`src/sv/fba_pkg.sv`:
```
// ----------------------------------------------------------------------------
// Fit block allocator package
// Shared widths, register indexes, fit mode codes and control structs.
// ----------------------------------------------------------------------------
package fba_pkg;

  localparam int MAX_BLOCKS_DEF = 16;
  localparam int SIZE_BITS_DEF  = 16;

  localparam int INDEX_W       = 4;
  localparam int AMOUNT_W      = 16;
  localparam int FAIL_W        = 16;
  localparam int BLOCK_COUNT_W = 5;
  localparam int FIT_MODE_W    = 2;
  localparam int CFG_INDEX_W   = 2;
  localparam int CFG_DATA_W    = 5;

  localparam logic [FAIL_W-1:0] FAIL_MAX = '1;
  localparam logic [BLOCK_COUNT_W-1:0] BLOCK_COUNT_RST = 5'd16;

  localparam logic [CFG_INDEX_W-1:0] REG_FIT_MODE    = 2'd0;
  localparam logic [CFG_INDEX_W-1:0] REG_BLOCK_COUNT = 2'd1;

  localparam logic [FIT_MODE_W-1:0] MODE_FIRST = 2'd0;
  localparam logic [FIT_MODE_W-1:0] MODE_BEST  = 2'd1;
  localparam logic [FIT_MODE_W-1:0] MODE_WORST = 2'd2;

  localparam logic CMD_LOAD    = 1'b0;
  localparam logic CMD_REQUEST = 1'b1;

  // Commands from the controller to the datapath.
  typedef struct packed {
    logic accept_load;
    logic accept_req;
    logic issue;
    logic finish;
  } fba_ctl_t;

  // Status from the datapath to the controller.
  typedef struct packed {
    logic scan_end;
    logic rd_pending;
    logic out_free;
  } fba_stat_t;

endpackage

```
`src/sv/fba_ram.sv`:
```
// ----------------------------------------------------------------------------
// Generic RAM
// One write port and one read port with registered read data.
// ----------------------------------------------------------------------------
module fba_ram #(
  parameter int WIDTH = 16,
  parameter int DEPTH = 16
) (
  input  logic                     clk,
  input  logic                     we,
  input  logic [$clog2(DEPTH)-1:0] waddr,
  input  logic [WIDTH-1:0]         wdata,
  input  logic [$clog2(DEPTH)-1:0] raddr,
  output logic [WIDTH-1:0]         rdata
);

  logic [WIDTH-1:0] mem [DEPTH];

  always_ff @(posedge clk) begin
    if (we) begin
      mem[waddr] <= wdata;
    end
    rdata <= mem[raddr];
  end

endmodule

```
`src/sv/fba_ctrl.sv`:
```
// ----------------------------------------------------------------------------
// Fit block allocator controller
// Sequences load, table scan and result write-back for one request at a time.
// ----------------------------------------------------------------------------
module fba_ctrl import fba_pkg::*; (
  input  logic      clk,
  input  logic      rst,
  input  logic      in_valid,
  input  logic      cmd,
  output logic      in_ready,
  input  fba_stat_t stat,
  output fba_ctl_t  ctl
);

  typedef enum logic [1:0] {
    IDLE,
    SCAN,
    DONE
  } state_t;

  state_t state;
  logic   accept;

  assign in_ready = (state == IDLE);
  assign accept   = in_valid && in_ready;

  always_comb begin
    ctl.accept_load = accept && (cmd == CMD_LOAD);
    ctl.accept_req  = accept && (cmd == CMD_REQUEST);
    ctl.issue       = (state == SCAN) && !stat.scan_end;
    ctl.finish      = (state == DONE) && stat.out_free;
  end

  always_ff @(posedge clk) begin
    if (rst) begin
      state <= IDLE;
    end else begin
      case (state)
        IDLE: begin
          if (ctl.accept_load) begin
            state <= DONE;
          end else if (ctl.accept_req) begin
            state <= SCAN;
          end
        end
        SCAN: begin
          // The last read is still in flight after the final issue, until rd_pending clears.
          if (stat.scan_end && !stat.rd_pending) begin
            state <= DONE;
          end
        end
        DONE: begin
          if (stat.out_free) begin
            state <= IDLE;
          end
        end
        default: begin
          state <= IDLE;
        end
      endcase
    end
  end

endmodule

```
`src/sv/fba_dpath.sv`:
```
// ----------------------------------------------------------------------------
// Fit block allocator datapath
// Configuration, size table, scan compare, miss counter and result register.
// ----------------------------------------------------------------------------
module fba_dpath import fba_pkg::*; #(
  parameter int MAX_BLOCKS = MAX_BLOCKS_DEF,
  parameter int SIZE_BITS  = SIZE_BITS_DEF
) (
  input  logic                     clk,
  input  logic                     rst,
  input  logic                     cfg_valid,
  input  logic [CFG_INDEX_W-1:0]   cfg_index,
  input  logic [CFG_DATA_W-1:0]    cfg_data,
  input  logic [INDEX_W-1:0]       load_index,
  input  logic [AMOUNT_W-1:0]      amount,
  input  logic                     last_request,
  input  fba_ctl_t                 ctl,
  output fba_stat_t                stat,
  output logic                     out_valid,
  input  logic                     out_ready,
  output logic                     granted,
  output logic [INDEX_W-1:0]       chosen_block,
  output logic [AMOUNT_W-1:0]      space_left,
  output logic [FAIL_W-1:0]        failed_count
);

  localparam int IDX_W  = $clog2(MAX_BLOCKS);
  localparam int CNT_W  = $clog2(MAX_BLOCKS + 1);
  localparam int CMP_W  = (SIZE_BITS > AMOUNT_W) ? SIZE_BITS : AMOUNT_W;
  localparam int PICK_W = (IDX_W > INDEX_W) ? IDX_W : INDEX_W;
  localparam int BC_W   = (CNT_W > BLOCK_COUNT_W) ? CNT_W : BLOCK_COUNT_W;

  logic [FIT_MODE_W-1:0]    fit_mode;
  logic [BLOCK_COUNT_W-1:0] block_count;

  logic [AMOUNT_W-1:0]  amount_q;
  logic                 last_q;
  logic                 is_req;
  logic [CNT_W-1:0]     limit;
  logic [CNT_W-1:0]     scan_idx;
  logic                 rd_valid;
  logic [IDX_W-1:0]     rd_idx;
  logic                 found;
  logic [IDX_W-1:0]     best_idx;
  logic [SIZE_BITS-1:0] best_size;
  logic [FAIL_W-1:0]    miss;

  logic [BC_W-1:0]      bc_w;
  logic [BC_W-1:0]      lim_w;
  logic [PICK_W-1:0]    ld_w;
  logic                 ld_in_range;
  logic [CMP_W-1:0]     in_amt_w;
  logic [CMP_W-1:0]     amt_w;
  logic [CMP_W-1:0]     rd_w;
  logic [CMP_W-1:0]     best_w;
  logic [CMP_W-1:0]     diff_w;
  logic [SIZE_BITS-1:0] diff_s;
  logic [CMP_W-1:0]     space_w;
  logic [PICK_W-1:0]    pick_w;
  logic                 fits;
  logic                 take;
  logic [FAIL_W-1:0]    miss_inc;
  logic [FAIL_W-1:0]    miss_new;

  logic                 ram_we;
  logic [IDX_W-1:0]     ram_waddr;
  logic [SIZE_BITS-1:0] ram_wdata;
  logic [SIZE_BITS-1:0] ram_rdata;

  // Entries beyond the table size clamp to the full table.
  assign bc_w  = BC_W'(block_count);
  assign lim_w = (bc_w > BC_W'(MAX_BLOCKS)) ? BC_W'(MAX_BLOCKS) : bc_w;

  assign ld_w        = PICK_W'(load_index);
  assign ld_in_range = (32'(load_index) < MAX_BLOCKS);
  assign in_amt_w    = CMP_W'(amount);

  assign amt_w  = CMP_W'(amount_q);
  assign rd_w   = CMP_W'(ram_rdata);
  assign best_w = CMP_W'(best_size);
  assign fits   = (rd_w >= amt_w);

  always_comb begin
    take = 1'b0;
    if (rd_valid && fits) begin
      if (!found) begin
        take = 1'b1;
      end else if ((fit_mode == MODE_BEST) && (rd_w < best_w)) begin
        take = 1'b1;
      end else if ((fit_mode == MODE_WORST) && (rd_w > best_w)) begin
        take = 1'b1;
      end
    end
  end

  assign diff_w  = best_w - amt_w;
  assign diff_s  = diff_w[SIZE_BITS-1:0];
  assign space_w = CMP_W'(diff_s);
  assign pick_w  = PICK_W'(best_idx);

  assign miss_inc = (miss < FAIL_MAX) ? miss + FAIL_W'(1) : miss;
  assign miss_new = (is_req && !found) ? miss_inc : miss;

  always_comb begin
    ram_we    = 1'b0;
    ram_waddr = best_idx;
    ram_wdata = diff_s;
    if (ctl.accept_load) begin
      ram_we    = ld_in_range;
      ram_waddr = ld_w[IDX_W-1:0];
      ram_wdata = in_amt_w[SIZE_BITS-1:0];
    end else if (ctl.finish) begin
      ram_we = is_req && found;
    end
  end

  fba_ram #(
    .WIDTH (SIZE_BITS),
    .DEPTH (MAX_BLOCKS)
  ) u_table (
    .clk   (clk),
    .we    (ram_we),
    .waddr (ram_waddr),
    .wdata (ram_wdata),
    .raddr (scan_idx[IDX_W-1:0]),
    .rdata (ram_rdata)
  );

  always_comb begin
    stat.scan_end   = (scan_idx >= limit);
    stat.rd_pending = rd_valid;
    stat.out_free   = !out_valid || out_ready;
  end

  always_ff @(posedge clk) begin
    if (rst) begin
      fit_mode    <= MODE_FIRST;
      block_count <= BLOCK_COUNT_RST;
      miss        <= '0;
      rd_valid    <= 1'b0;
      out_valid   <= 1'b0;
    end else begin
      if (cfg_valid) begin
        if (cfg_index == REG_FIT_MODE) begin
          fit_mode <= cfg_data[FIT_MODE_W-1:0];
        end else if (cfg_index == REG_BLOCK_COUNT) begin
          block_count <= cfg_data[BLOCK_COUNT_W-1:0];
        end
      end

      rd_valid <= ctl.issue;

      if (ctl.finish) begin
        out_valid <= 1'b1;
        if (is_req && last_q) begin
          miss <= '0;
        end else begin
          miss <= miss_new;
        end
      end else if (out_ready) begin
        out_valid <= 1'b0;
      end
    end
  end

  always_ff @(posedge clk) begin
    if (ctl.accept_load || ctl.accept_req) begin
      amount_q <= amount;
      last_q   <= last_request;
      is_req   <= ctl.accept_req;
      limit    <= lim_w[CNT_W-1:0];
      scan_idx <= '0;
      found    <= 1'b0;
    end else if (ctl.issue) begin
      scan_idx <= scan_idx + CNT_W'(1);
    end

    rd_idx <= scan_idx[IDX_W-1:0];

    if (take) begin
      found     <= 1'b1;
      best_idx  <= rd_idx;
      best_size <= ram_rdata;
    end

    if (ctl.finish) begin
      granted      <= is_req && found;
      chosen_block <= (is_req && found) ? pick_w[INDEX_W-1:0] : '0;
      space_left   <= (is_req && found) ? space_w[AMOUNT_W-1:0] : '0;
      failed_count <= miss_new;
    end
  end

endmodule

```
`src/sv/fit_block_allocator_unit.sv`:
```
// ----------------------------------------------------------------------------
// Fit block allocator
// Table of free block sizes with first, best and worst fit allocation.
// ----------------------------------------------------------------------------
// Usage:
//   The input channel (in_valid/in_ready) carries either a load, which writes
//   one size into the table, or an allocation request. Every item yields one
//   result on the output channel (out_valid/out_ready).
//   The configuration channel (cfg_valid/cfg_ready) is always ready; index 0
//   selects the fit mode and index 1 the number of entries searched. Write
//   it only while no item is in progress.
//   A load writes its size into the table on acceptance and then returns its
//   result. A request reads the table through the single read port of the
//   size RAM, one entry a cycle, over the configured number of entries, and
//   then writes back its result. Items are handled one at a time: the next
//   item is accepted only once the result of the last one is registered.
//   Results sit in an output register: the next item is accepted while a
//   result waits, and only the final write-back of that next item waits for
//   the receiver. Reset clears the miss counter and the configuration
//   (first fit, 16 entries); table contents are undefined until loaded.
// ----------------------------------------------------------------------------
module fit_block_allocator_unit import fba_pkg::*; #(
  parameter int MAX_BLOCKS = MAX_BLOCKS_DEF,
  parameter int SIZE_BITS  = SIZE_BITS_DEF
) (
  input  logic                   clk,
  input  logic                   rst,
  input  logic                   in_valid,
  output logic                   in_ready,
  input  logic                   cmd,
  input  logic [INDEX_W-1:0]     load_index,
  input  logic [AMOUNT_W-1:0]    amount,
  input  logic                   last_request,
  output logic                   out_valid,
  input  logic                   out_ready,
  output logic                   granted,
  output logic [INDEX_W-1:0]     chosen_block,
  output logic [AMOUNT_W-1:0]    space_left,
  output logic [FAIL_W-1:0]      failed_count,
  input  logic                   cfg_valid,
  output logic                   cfg_ready,
  input  logic [CFG_INDEX_W-1:0] cfg_index,
  input  logic [CFG_DATA_W-1:0]  cfg_data
);

  fba_ctl_t  ctl;
  fba_stat_t stat;

  assign cfg_ready = 1'b1;

  fba_ctrl u_ctrl (
    .clk      (clk),
    .rst      (rst),
    .in_valid (in_valid),
    .cmd      (cmd),
    .in_ready (in_ready),
    .stat     (stat),
    .ctl      (ctl)
  );

  fba_dpath #(
    .MAX_BLOCKS (MAX_BLOCKS),
    .SIZE_BITS  (SIZE_BITS)
  ) u_dpath (
    .clk          (clk),
    .rst          (rst),
    .cfg_valid    (cfg_valid && cfg_ready),
    .cfg_index    (cfg_index),
    .cfg_data     (cfg_data),
    .load_index   (load_index),
    .amount       (amount),
    .last_request (last_request),
    .ctl          (ctl),
    .stat         (stat),
    .out_valid    (out_valid),
    .out_ready    (out_ready),
    .granted      (granted),
    .chosen_block (chosen_block),
    .space_left   (space_left),
    .failed_count (failed_count)
  );

endmodule
```
`config.mk`:
```
export PLATFORM = sky130hd
export DESIGN_NAME = fit_block_allocator_unit
export DESIGN_NICKNAME = d
export VERILOG_FILES = /design/src/sv/fba_pkg.sv /design/src/sv/fba_ram.sv /design/src/sv/fba_ctrl.sv /design/src/sv/fba_dpath.sv /design/src/sv/fit_block_allocator_unit.sv
export SDC_FILE = /design/constraint.sdc
export NUM_CORES = 1
export LEC_CHECK = 0
export ABC_AREA = 1
export ABC_CLOCK_PERIOD_IN_PS = 2650
export BUFFER_PORTS_ARGS = -buffer_cell sky130_fd_sc_hd__buf_2
export CAP_MARGIN = 20
export CORE_ASPECT_RATIO = 0.8
export CORE_UTILIZATION = 25
export DETAILED_ROUTE_END_ITERATION = 10
export HOLD_SLACK_MARGIN = 0.15
export SLEW_MARGIN = 30
export SYNTH_ARGS = -nofsm -noshare
export SYNTH_HDL_FRONTEND = slang
export SYNTH_SLANG_ARGS = --single-unit
```
`constraint.sdc`:
```
create_clock -name clk -period 2.65 [get_ports clk]
set_input_delay 0.6625 -clock clk [delete_from_list [all_inputs] [get_ports clk]]
set_output_delay 0.6625 -clock clk [all_outputs]
set_load 0.005 [all_outputs]
```
Word level (Yosys, flattened, before mapping)
Memory sizes are Yosys's and may differ from the RTL's. A register that Yosys moved wholly into a read port is not among the register bits.
Cells that the tools add are included.
- add/subtract/negate cells: 3
- multiplexer cells: 20
- bitwise gates (word level): 2
- reductions and logical operators: 24
- order comparisons: 6
- equal/unequal tests: 8
- operators by type and width (cell ; count):
    $mux 16 ; 4
    $add 16x1->16 const B ; 1
    $ge 16x16->1 ; 1
    $gt 16x16->1 ; 1
    $lt 16x16->1 ; 1
    $lt 16x16->1 const B ; 1
    $sub 16x16->16 ; 1
    $logic_and 1x1->1 ; 12
    $mux 1 ; 10
    $mux 2 ; 4
    $eq 2x1->1 const B ; 3
    $pmux 2 s3 ; 1
    $reduce_and 3->1 ; 2
    $add 5x1->5 const B ; 1
    $ge 5x5->1 ; 1
    $gt 5x5->1 const B ; 1
    $eq 2x2->1 const B ; 2
    $logic_not 1->1 ; 4
    $logic_not 2->1 ; 2
    $mux 4 ; 1
    $ne 3x1->1 const B ; 1
    $logic_or 1x1->1 ; 2
    $ne 2x1->1 const B ; 1
    $ne 2x2->1 const B ; 1
    other kinds (3) ; 4
- memories kept: 1
- bits of input ports: 34
- flip-flop bits (word level): 117
- memory bits (writable): 256
- logic and storage cells: 83
- memories (name ; depth ; bits a word ; read ports ; clocked after memory_dff ; wr ports ; RTL line ; source):
    u_dpath.u_table.mem ; 16 ; 16 ; 1 ; 1 ; 1 ; fba_ram.sv:17 ; logic [WIDTH-1:0] mem [DEPTH];

Logic depth before layout (Yosys ltp)
- depth in word-level cells: 7
- gate-level depth with buffers: 15

Modules after synthesis
A second synthesis with hierarchy kept.
- cell total of the unflattened synthesis: 1857
- area total of the unflattened synthesis: 18067.3 um^2
- modules (own cells, without submodules) (module ; area each (um^2) ; sequential area each (um^2) ; times used ; cells an instance):
    fba_ram ; 11388.4 ; 8007.7 ; 1 ; 1074
    fba_dpath ; 6516.2 ; 3103.0 ; 1 ; 757
    fba_ctrl ; 151.4 ; 40.0 ; 1 ; 24
    fit_block_allocator_unit ; 11.3 ; 0.0 ; 1 ; 2

Worst setup path after synthesis
No wires, ideal clock.
- path kind: reg-to-reg
- start point: register u_dpath.amount_q[0]
- end point: memory u_dpath.u_table.mem[0][12], data pin
- setup slack: 0.153 ns
- arrival time: 2.167 ns
- period minus slack after synthesis: 2.497 ns
- required time: 2.320 ns
- buffers on the path: 0
- setup time: 0.330 ns
- cell stages (with the launch flop): 8
- cell sequence: edfxtp_1 ha_1 fa_1 o21ai_1 nand4_1 nand4_1 nand2_1 o21ai_0
- longest elaborated chain between the ends: 2
- ends and longest elaborated chain (element ; RTL line ; source):
    start: declaration ; fba_dpath.sv:36 ; logic [AMOUNT_W-1:0] amount_q;
    start signal: assignment ; fba_dpath.sv:168 ; amount_q <= amount;
    $sub 16x16->16 ; fba_dpath.sv:96 ; assign diff_w = best_w - amt_w;
    $mux 16 ; fba_dpath.sv:108 ; if (ctl.accept_load) begin
    via u_dpath.ram_wdata[12] ; fba_dpath.sv:67 ; logic [SIZE_BITS-1:0] ram_wdata;
    end: declaration ; fba_ram.sv:17 ;
The timed path passes the listed nets, and every way through them passes these cells.

Worst setup path after layout
- start point: register u_dpath.best_size[0]
- end point: memory u_dpath.u_table.mem[9][12], data pin
- longest elaborated chain between the ends: 2
- ends and longest elaborated chain (element ; RTL line ; source):
    start: declaration ; fba_dpath.sv:45 ; logic [SIZE_BITS-1:0] best_size;
    start signal: assignment ; fba_dpath.sv:183 ; best_size <= ram_rdata;
    $sub 16x16->16 ; fba_dpath.sv:96 ;
    $mux 16 ; fba_dpath.sv:108 ;
    via u_dpath.ram_wdata[12] ; fba_dpath.sv:67 ;
The timed path passes the listed nets, and every way through them passes these cells.

==> results.md <==
* Most common cell in the netlist: edfxtp_1
* Final total power at 14.8 mW
* Worst EP required at 3.03 ns
* Multi-input gate area at 5110 um^2
* Critical path endpoint category: register
* First-pass GRT wire length at 67200 um
* Power density cells at 726 nW/um^2
* Via-per-instance ratio at 4.54
* Layout Nets at 1749
* R2R Setup Slk at 0.16 ns
* Compound-Gate Fraction of Synth Area at 9.52%
* Worst Hold Depth at 1
* Post-route cell area at 20400 um^2
* Setup violators final at 0
* Area of the mapped netlist at 16900 um^2
* # IOs at 74
* H-tree Lvls at 2
* Hold Fails Final Rpt at 0
* Die Wd at 293 um
* DRT iter0 DRCs at 1083
* Largest net degree at the start of global routing at 132
* Critical path class: register to register
* Die height at 235 um
* Share of cells above drive strength 1 at 16.0%
* Critical Path AT at 2.87 ns
* Hold Buf Count CTS at 0
* Syn_area_per_cell at 11.2 um^2
* Slew at the pin closest to its max-slew limit at 0.819 ns
* Share of the synthesized area in the top cell type at 59.6%
* Initial Utilization at 25.5%
* RSZ-0062 raised after global routing: false
* Ant. Diodes at 0
* Dpl cell area at 19000 um^2
* Sw Ratio at 25.5%
* Seq/Total Area, Yosys at 65.9%
* TritonCTS Buffers at 41
* Biggest area consumer among synthesized cells: edfxtp_1
* Hold WC Path Type: input pin to register
* Post-DP HPWL at 29700 um
* RePlAce Congestion at 0.870
* WHS at 0.304 ns
* Max Cap Viol at 0
* Mapped Nets at 1606
* CP Launch Type: register
* CTS tree: yes
* Top_reg_cell synth: edfxtp_1
* HP Start: last_request
* Via count at 11800
* Multiplexer area fraction after synthesis at 0.591%
* GRT Util Overall at 12.6%
* Drt wl/cell at 17.0 um
* Lkg Pwr at 7.50 nW
* Maximum clock rate at 401 MHz
* Simple-gate share of the synthesized area at 14.9%
* Count of input and output buffers at 72
* Antenna violations before repair at 1
* Clock transition at path regs at 0.06 ns
* Sw power at 3.78 mW
* Commonest cells post-synth: 336 x edfxtp_1, 259 x nor2_1, 236 x nand2_1, 115 x o21ai_0, 105 x inv_1
* Clk pwr share at 38.9%
* Clock latency on the worst-skew pair at 0.56 ns
* Combinational family with the most area after synthesis: simple AND/OR/NAND/NOR gates
* Core area at 66300 um^2
* Synth Area in Adders at 4.11%
* Synth Instances at 1517
* Worst-path fanout max at 16
* Fin. max-slew vios at 0
* Max-slew headroom at 45.1%
* Cell Rows at 84
* Final Cycle Share at 94.0%
* Pre-CTS WS at -0.137 ns
* Final core occ at 30.7%
* Worst clock skew at 0.0280 ns
* Combinational Power Share at 12.9%
* Internal power at 11.0 mW
* First-pass DRT Iterations at 6
* Synthesized flop and latch total at 389
* Final WS setup at 0.158 ns
* Total wire length at 44200 um
* CTS sink count at 389
* VDD IR-drop max at 444 uV
* Seq pwr share at 48.2%
* Grt ovf at 0
* Synth warnings at 0
* Post-CTS setup buffer count at 0
* EDFF count, synth at 336
* WHS Endpoint: u_dpath.last_q
* Vias in the first global route at 11400
* Synth area leaders: edfxtp_1 60%, dfxtp_1 6.3%, nor2_1 5.7%, nand2_1 5.2%, ha_1 4.0%
* FF+latch area at 11200 um^2
* Asr flop ratio synth at 0%
* Fin crit period at 2.49 ns
* Layout area overhead at 20.3%
* Die area at 68800 um^2
* RR Startpoint: u_dpath.best_size[0]
* Worst R2R Path Depth at 10
* Antenna viol nets, final at 0
* XOR/XNOR share of the synthesized area at 0.776%
* R2r endpoint: u_dpath.u_table.mem[9][12]
* Clock Tree Buf Depth at 3
* Netlist cell types at 42
* Status: complete, no violations
* Clk root buf: clkbuf_16
* DRC viols at 0
* Fillers at 6673
==> logic make-up after synthesis <==
kind of cell | after synthesis
AND/OR/NAND/NOR | 607
flip-flops | 389
AO/OA/AOI/OAI | 265
buffers and inverters | 175
adder cells (fa/ha/maj) | 55
XOR/XNOR | 15
multiplexers | 10
other | 1
==> cell type report <==
cell class                 instances  share of cell area [%]
clock buffer                      54                    5.47
tap                              903                    5.55
multi-input combinational        953                    25.1
clock inverter                    22                    1.19
sequential                       389                    54.8
timing repair buffer             161                    5.85
inverter                         114                    2.11
==> per-layer routing <==
metal,wire [um],track usage [%]
met5,13,0
met4,916,3.22
met3,3330,2.75
met2,19500,19.3
met1,20400,18.0
==> stage by stage <==
step	cells	setup TNS, ns
floorplan	1517	0
global placement	2520	-2.30
detailed placement	2520	-4.90
CTS	2596	0
global route	2596	0
finish	2596	0
==> power groups by stage <==
stage               Clock, mW  Combinational, mW  Sequential, mW
floorplan                   0               1.16            7.23
global placement            0               1.85            7.26
detailed placement          0               1.90            7.27
CTS                      5.87               1.91            7.13
global route             6.08               2.13            7.15
finish                   5.75               1.91            7.13
==> worst max-delay path by stage <==
stage / end / cells past startpoint / from
global placement: u_dpath.u_table.mem[14][10] / 9 / u_dpath.amount_q[0]
finish: u_dpath.u_table.mem[9][12] / 10 / u_dpath.best_size[0]
floorplan: u_dpath.u_table.mem[0][12] / 7 / u_dpath.amount_q[0]
CTS: u_dpath.u_table.mem[9][12] / 10 / u_dpath.best_size[0]
detailed placement: u_dpath.u_table.mem[3][8] / 10 / u_dpath.best_size[0]
global route: u_dpath.u_table.mem[10][15] / 11 / u_dpath.best_size[2]
==> critical path, stage by stage (launching register included) <==
cell,delay [ns]
edfxtp_1,0.35
inv_1,0.05
ha_1,0.22
fa_1,0.40
o21ai_1,0.28
buf_4,0.18
nand4_1,0.15
nand4_1,0.12
nand2_1,0.10
o21ai_1,0.23
buf_4,0.26
==> flip-flops by register name (all words and copies together), names as in the netlist <==
name and cells:
u_dpath.best_idx 4, u_dpath.limit 5, u_dpath.bc_w 5, u_dpath.best_size 16, u_dpath.failed_count 16, u_dpath.chosen_block 4, u_ctrl.state 2, u_dpath.out_valid 1
u_dpath.granted 1, u_dpath.scan_idx 5, u_dpath.amount_q 16, u_dpath.rd_idx 4, u_dpath.miss 16, u_dpath.space_left 16, u_dpath.u_table.mem 256, u_dpath.rd_valid 1
u_dpath.found 1, u_dpath.is_req 1, u_dpath.fit_mode 2, u_dpath.last_q 1, u_dpath.u_table.rdata 16
==> cell usage in the layout, fill, tap and decap left out, drive strengths merged, types with 4 or more instances in the layout <==
cell / netlist / layout
ha: 54 / 54
xor2: 8 / 8
o32ai: 32 / 32
nor2: 269 / 269
nand3: 65 / 65
dfxtp: 53 / 53
a21o: 4 / 4
mux2i: 10 / 10
o211ai: 24 / 24
nand3b: 8 / 8
bufinv: 0 / 4
nand2: 250 / 250
edfxtp: 336 / 336
o21ai: 131 / 131
clkinv: 3 / 19
nand4: 8 / 8
nor3: 6 / 6
inv: 111 / 110
xnor2: 7 / 7
a21oi: 56 / 56
clkbuf: 32 / 54
o221ai: 10 / 10
buf: 29 / 161
==> what timing repair did <==
item                                    in CTS  in global routing
gates cloned                                 0                  0
endpoints found under the hold margin        0                  0
endpoints found under the setup margin      48                 64
resized for setup                            3                  4
Power figures use the tool's default switching activity.
